`src/rtl/vaps_pkg.sv`:
```
// ----------------------------------------------------------------------------
// vaps_pkg
// Types and fixed constants shared by the voxel path search block.
// ----------------------------------------------------------------------------
package vaps_pkg;

	// grid and cost geometry
	localparam int MAX_DIM   = 16;
	localparam int COORD_W   = 4;
	localparam int DIM_W     = 5;
	localparam int CELL_W    = 12;
	localparam int CELLS     = 4096;
	localparam int CNT_W     = 13;
	localparam int PLANE_W   = 9;
	localparam int FRAC_BITS = 8;
	localparam int LEN_W     = 12;
	localparam int COST_W    = 33;
	localparam int F_W       = 34;
	localparam int SEQ_W     = 12;
	localparam int DIR_W     = 5;
	localparam int DELTA_W   = 5;
	localparam int AXLEN_W   = 16;
	localparam int AXSQ_W    = 32;
	localparam int SUMSQ_W   = 34;
	localparam int RAD_W     = SUMSQ_W + 2 * FRAC_BITS;
	localparam int ROOT_W    = RAD_W / 2;
	localparam int REM_W     = ROOT_W + 3;
	localparam int ITER_W    = 5;
	localparam int ADDR_W    = 5;
	localparam int DATA_W    = 32;

	// parent direction codes
	localparam logic [DIR_W-1:0] DIR_NONE = DIR_W'(13);
	localparam logic [DIR_W-1:0] DIR_LAST = DIR_W'(26);

	// command codes
	localparam logic [1:0] CMD_WRITE  = 2'd0;
	localparam logic [1:0] CMD_SEARCH = 2'd1;
	localparam logic [1:0] CMD_READ   = 2'd2;

	// register indexes
	localparam logic [2:0] REG_SIZE_X = 3'd0;
	localparam logic [2:0] REG_SIZE_Y = 3'd1;
	localparam logic [2:0] REG_SIZE_Z = 3'd2;
	localparam logic [2:0] REG_LEN_X  = 3'd3;
	localparam logic [2:0] REG_LEN_Y  = 3'd4;
	localparam logic [2:0] REG_LEN_Z  = 3'd5;

	typedef struct packed {
		logic [1:0]         cmd;
		logic [CELL_W-1:0]  cell_index;
		logic               blocked;
		logic [COORD_W-1:0] start_x;
		logic [COORD_W-1:0] start_y;
		logic [COORD_W-1:0] start_z;
		logic [COORD_W-1:0] goal_x;
		logic [COORD_W-1:0] goal_y;
		logic [COORD_W-1:0] goal_z;
		logic [CELL_W-1:0]  path_pos;
	} vaps_req_t;

	typedef struct packed {
		logic               found;
		logic [COST_W-1:0]  path_cost;
		logic [CNT_W-1:0]   path_len;
		logic               start_moved;
		logic               goal_moved;
		logic [COORD_W-1:0] cell_x;
		logic [COORD_W-1:0] cell_y;
		logic [COORD_W-1:0] cell_z;
	} vaps_rsp_t;

	// per-axis cell offsets for the distance unit
	typedef struct packed {
		logic signed [DELTA_W-1:0] dx;
		logic signed [DELTA_W-1:0] dy;
		logic signed [DELTA_W-1:0] dz;
	} dist_vec_t;

	typedef struct packed {
		logic [LEN_W-1:0] x;
		logic [LEN_W-1:0] y;
		logic [LEN_W-1:0] z;
	} axis_len_t;

	typedef enum logic [2:0] {
		D_IDLE, D_MUL, D_SQ, D_ACC, D_ROOT, D_DONE
	} dist_state_t;

	typedef enum logic [4:0] {
		ST_CLEAR, ST_IDLE, ST_VCLR, ST_CHK_S, ST_CHK_G, ST_GOAL_FIX,
		ST_H0, ST_H0_W, ST_PUSH_UP, ST_PUSH_CMP, ST_NEXT,
		ST_POP, ST_POP_T, ST_POP_L, ST_SD, ST_SD_A, ST_SD_B, ST_SD_CMP,
		ST_SD_END, ST_POPPED, ST_NB, ST_NB_CHK, ST_NB_STEP, ST_NB_HGO,
		ST_NB_HW, ST_PW_RD, ST_PW_WR, ST_RESP
	} vaps_state_t;

endpackage

```
`src/rtl/vaps_dist.sv`:
```
// ----------------------------------------------------------------------------
// vaps_dist
// Euclidean distance unit: sum of squared axis lengths through two multipliers
// shared by the three axes, then a bit-serial truncated square root in fixed point.
// ----------------------------------------------------------------------------
module vaps_dist import vaps_pkg::*; (
	input  logic              clk,
	input  logic              arst_n,
	input  logic              start,
	input  dist_vec_t         vec,
	input  axis_len_t         lens,
	output logic              done,
	output logic [ROOT_W-1:0] root
);

	dist_state_t state_q, state_d;

	logic [COORD_W-1:0] mag_q [3];
	logic [1:0]         axis_q;
	logic [AXLEN_W-1:0] a_q;
	logic [AXSQ_W-1:0]  p_q;
	logic [SUMSQ_W-1:0] acc_q;
	logic [RAD_W-1:0]   rad_q;
	logic [REM_W-1:0]   rem_q;
	logic [ROOT_W-1:0]  root_q;
	logic [ITER_W-1:0]  iter_q;

	logic [COORD_W-1:0] mag_sel;
	logic [LEN_W-1:0]   len_sel;
	logic [SUMSQ_W-1:0] acc_sum;
	logic [REM_W-1:0]   rem_sh;
	logic [REM_W-1:0]   trial;
	logic               ge;

	function automatic logic [COORD_W-1:0] mag(input logic signed [DELTA_W-1:0] v);
		logic signed [DELTA_W-1:0] n;
		n = -v;
		return (v < 0) ? COORD_W'(n) : COORD_W'(v);
	endfunction

	// operand select for the current axis
	always_comb begin
		case (axis_q)
			2'd0: begin
				mag_sel = mag_q[0];
				len_sel = lens.x;
			end
			2'd1: begin
				mag_sel = mag_q[1];
				len_sel = lens.y;
			end
			default: begin
				mag_sel = mag_q[2];
				len_sel = lens.z;
			end
		endcase
	end

	assign acc_sum = acc_q + SUMSQ_W'(p_q);

	// one root digit per cycle
	assign rem_sh = {rem_q[REM_W-3:0], rad_q[RAD_W-1 -: 2]};
	assign trial  = REM_W'({root_q, 2'b01});
	assign ge     = (rem_sh >= trial);

	// next state
	always_comb begin
		state_d = state_q;
		case (state_q)
			D_IDLE:  if (start) state_d = D_MUL;
			D_MUL:   state_d = D_SQ;
			D_SQ:    state_d = D_ACC;
			D_ACC:   state_d = (axis_q == 2'd2) ? D_ROOT : D_MUL;
			D_ROOT:  if (iter_q == ITER_W'(ROOT_W - 1)) state_d = D_DONE;
			D_DONE:  state_d = D_IDLE;
			default: state_d = D_IDLE;
		endcase
	end

	// outputs
	always_comb begin
		done = (state_q == D_DONE);
		root = root_q;
	end

	always_ff @(posedge clk or negedge arst_n) begin
		if (!arst_n) begin
			state_q <= D_IDLE;
		end else begin
			state_q <= state_d;
		end
	end

	// datapath
	always_ff @(posedge clk) begin
		case (state_q)
			D_IDLE: begin
				if (start) begin
					mag_q[0] <= mag(vec.dx);
					mag_q[1] <= mag(vec.dy);
					mag_q[2] <= mag(vec.dz);
					axis_q   <= 2'd0;
					acc_q    <= '0;
				end
			end
			D_MUL: a_q <= AXLEN_W'(mag_sel * len_sel);
			D_SQ:  p_q <= AXSQ_W'(a_q * a_q);
			D_ACC: begin
				acc_q  <= acc_sum;
				axis_q <= axis_q + 2'd1;
				if (axis_q == 2'd2) begin
					rad_q  <= {acc_sum, (2 * FRAC_BITS)'(0)};
					rem_q  <= '0;
					root_q <= '0;
					iter_q <= '0;
				end
			end
			D_ROOT: begin
				rem_q  <= ge ? (rem_sh - trial) : rem_sh;
				root_q <= {root_q[ROOT_W-2:0], ge};
				rad_q  <= {rad_q[RAD_W-3:0], 2'b00};
				iter_q <= iter_q + ITER_W'(1);
			end
			default: ;
		endcase
	end

endmodule

```
`config.mk`:
```
export PLATFORM = sky130hd
export DESIGN_NAME = vaps_dist
export DESIGN_NICKNAME = d
export VERILOG_FILES = /design/src/rtl/vaps_pkg.sv /design/src/rtl/vaps_dist.sv
export SDC_FILE = /design/constraint.sdc
export NUM_CORES = 1
export LEC_CHECK = 0
export ABC_AREA = 1
export BUFFER_PORTS_ARGS = -buffer_cell sky130_fd_sc_hd__buf_2
export CAP_MARGIN = 10
export CORE_MARGIN = 10
export CORE_UTILIZATION = 40
export CTS_BUF_LIST = sky130_fd_sc_hd__clkbuf_2
export CTS_CLUSTER_DIAMETER = 40
export DETAILED_ROUTE_END_ITERATION = 16
export PLACE_DENSITY = 0.62
export SETUP_SLACK_MARGIN = 0.02
export SYNTH_ARGS = -nofsm -noshare
export SYNTH_HDL_FRONTEND = slang
export SYNTH_SLANG_ARGS = --single-unit
```
`constraint.sdc`:
```
create_clock -name clk -period 15.3 [get_ports clk]
set_clock_uncertainty 0.1 [all_clocks]
set_input_delay 3.06 -clock clk [delete_from_list [all_inputs] [get_ports clk]]
set_output_delay 3.06 -clock clk [all_outputs]
set_load 0.01 [all_outputs]
```
==> results.yml <==
finish:
  multi_input_area_sq_mm: 0.01275
  seqCellArea_sq_mm: 0.005630
  final_common_cell: "nand2_1"
  nFillCells: 5341
  layout_common_cells: "nand2_1 (813), inv_1 (605), nor2_1 (229)"
  layout-drive-gt1-share: 0.05428
  syn_to_final_growth_pct: 6.241
  nNetsFinal: 3195
route:
  drt_first_pass_iters: 5
  drcViolationCount: 0
  viasPerCell: 4.867
  ant_nets: 0
  drt-initial-drc-count: 1098
  wl_per_cell_microns: 14.56
  num_vias: 16859
  routed_wl_microns: 50420
sta:
  fin_tns_setup_ns: 0
  relSlewSlack: 0.2465
  worst_pin_slew_ns: 1.126
  maxSlewViolCount: 0
  fmax_mhz: 157.4
  setup_violations: 0
  min_period_ns: 6.352
  layout_worst_path_cycle_share: 0.4152
  rsz0062_at_grt: "false"
  hold_viol: 0
global_routing:
  grt_pass1_vias: 17130
  grt_pass1_wl_microns: 83720
  grt_busiest_layer: "met2"
  groute.layer.met3.usage: 0.02483
  grt_max_degree: 72
  use_met2: 0.2869
  gr-total-overflow: 0
  gr-usage-all-layers: 0.1619
  antenna_found_initial: 2
  grt_use_met1: 0.1994
die:
  core_sq_mm: 0.05151
  die_h_microns: 248.6
  die_x_microns: 248.6
  start_util: 0.4059
  rows: 83
  fp.dieArea_sq_mm: 0.06182
  io_pins: 80
clocking:
  clock_path_buffers: 2
  clock-sinks: 188
  clk_latency_ns: 0.93
  cts_buffers: 17
  cts.htree.levels: 4
  post_cts_resized: 0
  hold_buffers: 0
  cts_tree: "built"
  path_clk_slew_ns: 0.36
  postCtsSetupBuffers: 0
  cts_root_buffer: "clkbuf_2"
yosys:
  synth-compound-area-share: 0.04350
  synth-simple-area-share: 0.2418
  syn_nets: 3155
  yosysSeqAreaShare: 0.2693
  yosys.cell_types.count: 40
  synth_fa_ha_area_frac: 0.2887
  synth_top_family_by_area: "adder cells"
  synth_mux_area_frac: 0.0005385
  synthXorXnorAreaFrac: 0.03393
  synth_area_leaders: "edfxtp_1 (27%), fa_1 (18%), nand2_1 (15%), ha_1 (11%), inv_1 (11%)"
  netlist.area_leader.share: 0.2657
  syn_inst: 2729
  ys_seq_elements: 188
  synth.avg_cell_area_sq_um: 7.662
  syn_area_sq_mm: 0.02091
  ys.warnings.count: 0
  synth_top_area_cell: "edfxtp_1"
critical_path:
  path_cells: "nand2_1 > inv_1 > fa_1 > inv_1 > fa_1 > inv_1 > fa_1 > inv_1 > fa_1 > inv_1 > fa_1 > inv_1 > fa_1 > inv_1 > ha_1 > a21oi_1 > a21boi_0 > nand3_1 > nand2_1 > nand2_1 > nand2_1 > nand2_1"
  cp_slowest_stage_delay_ns: 0.76
  r2r_start: "a_q[9]"
  worstPathArrival_ns: 6.88
  path_max_fanout: 16
  critPathLaunch: "a_q[9]"
  critPathCaptureType: "register"
  path_buf_inv: 7
  worst-setup-path-type: "register to register"
  startpoint_type: "register"
  crit_path_top_delay_cell: "edfxtp_1"
  critPathMostFrequentCell: "inv_1"
  cp.required_ns: 15.82
  cpLargestDelayFamily: "adder cells"
placement:
  port_buffers: 79
  place.gp.congestion: 0.9509
  dp_hpwl_microns: 41700
worst_hold_path:
  hp-start: "rad_q[18]"
  min_path_type: "register to register"
status:
  status: "finished, final reports clean"
run:
  maxCapViolCount: 0
## worst reg2reg max path: stages, from the launching register on
cell	delay, ns
edfxtp_1	0.76
nand2_1	0.24
inv_1	0.08
fa_1	0.50
inv_1	0.05
fa_1	0.47
inv_1	0.05
fa_1	0.49
inv_1	0.05
fa_1	0.47
inv_1	0.05
fa_1	0.53
inv_1	0.05
fa_1	0.52
inv_1	0.05
ha_1	0.38
a21oi_1	0.32
a21boi_0	0.30
nand3_1	0.27
nand2_1	0.16
nand2_1	0.06
nand2_1	0.06
nand2_1	0.12
## through the flow
step                      setup WS [ns]  cells  hold slack [ns]  utilization  instance area (sq um)
after floorplan                   7.435   2729           0.3244            -                  20910
after global placement            8.979   3430           0.4039       0.4263                  21960
after detailed placement          8.927   3430           0.4101       0.4263                  21960
after CTS                         8.889   3462           0.4085       0.4312                  22210
after global routing              8.630   3463           0.4392       0.4312                  22210
final                             8.948   3464           0.4117       0.4313                  22220
## layer usage
metal,wire (microns),vias up,share of wire
met5,0,-,0
met4,1168,0,0.023
met3,1800,67,0.036
met2,25110,302,0.50
met1,22340,8069,0.44
li1,-,8421,-
## Yosys cell counts (all sizes together)
master,number
nand2,817
inv,609
nor2,244
ha,188
edfxtp,185
fa,184
nand3,123
a21oi,81
o21ai,57
clkbuf,56
xor2,50
xnor2,31
nor3,18
nand3b,17
nand4,16
o21bai,12
buf,8
or2,5
a21boi,3
a21o,3
and2,3
dfrtp,3
nor4,3
o21a,3
o31ai,3
a211oi,2
a31o,1
a31oi,1
and3,1
mux2,1
o2111ai,1
## final cells by class
type	count	area share
Antenna cell	2	0.0002253
Clock buffer	17	0.003830
Clock inverter	15	0.007434
Inverter	609	0.1029
Multi-Input combinational cell	1868	0.5740
Sequential cell	188	0.2534
Tap cell	680	0.03830
Timing Repair Buffer	85	0.01983
## final timing paths
check / endpoint / slack, ns / cells past startpoint
max: p_q[28] / 8.95 / 22
min: rad_q[20] / 0.41 / 2
max reg2reg: p_q[28] / 8.95 / 22
min reg2reg: rad_q[20] / 0.41 / 2
max in group asynchronous: state_q[1] / 13.14 / 1
min in group asynchronous: state_q[0] / 1.79 / 1
## sequential cells by signal, indices dropped and copies added, names as in the netlist
register	flops
rem_q	26
axis_q	2
iter_q	5
root	25
acc_q	34
mag_q	12
rad_q	34
p_q	31
a_q	16
state_q	3
## cell families (layout without fill, tap and decap cells)
kind of cell	after synthesis	in the layout
AND/OR/NAND/NOR	1247	1247
XOR/XNOR	81	81
AO/OA/AOI/OAI	167	167
adder cells (fa/ha/maj)	372	372
other	0	2
flip-flops	188	188
buffers and inverters	673	726
multiplexers	1	1
Power is left out: the tool's default activity adds up to more than one toggle a clock period on the data nets, which glitch-free logic cannot reach.
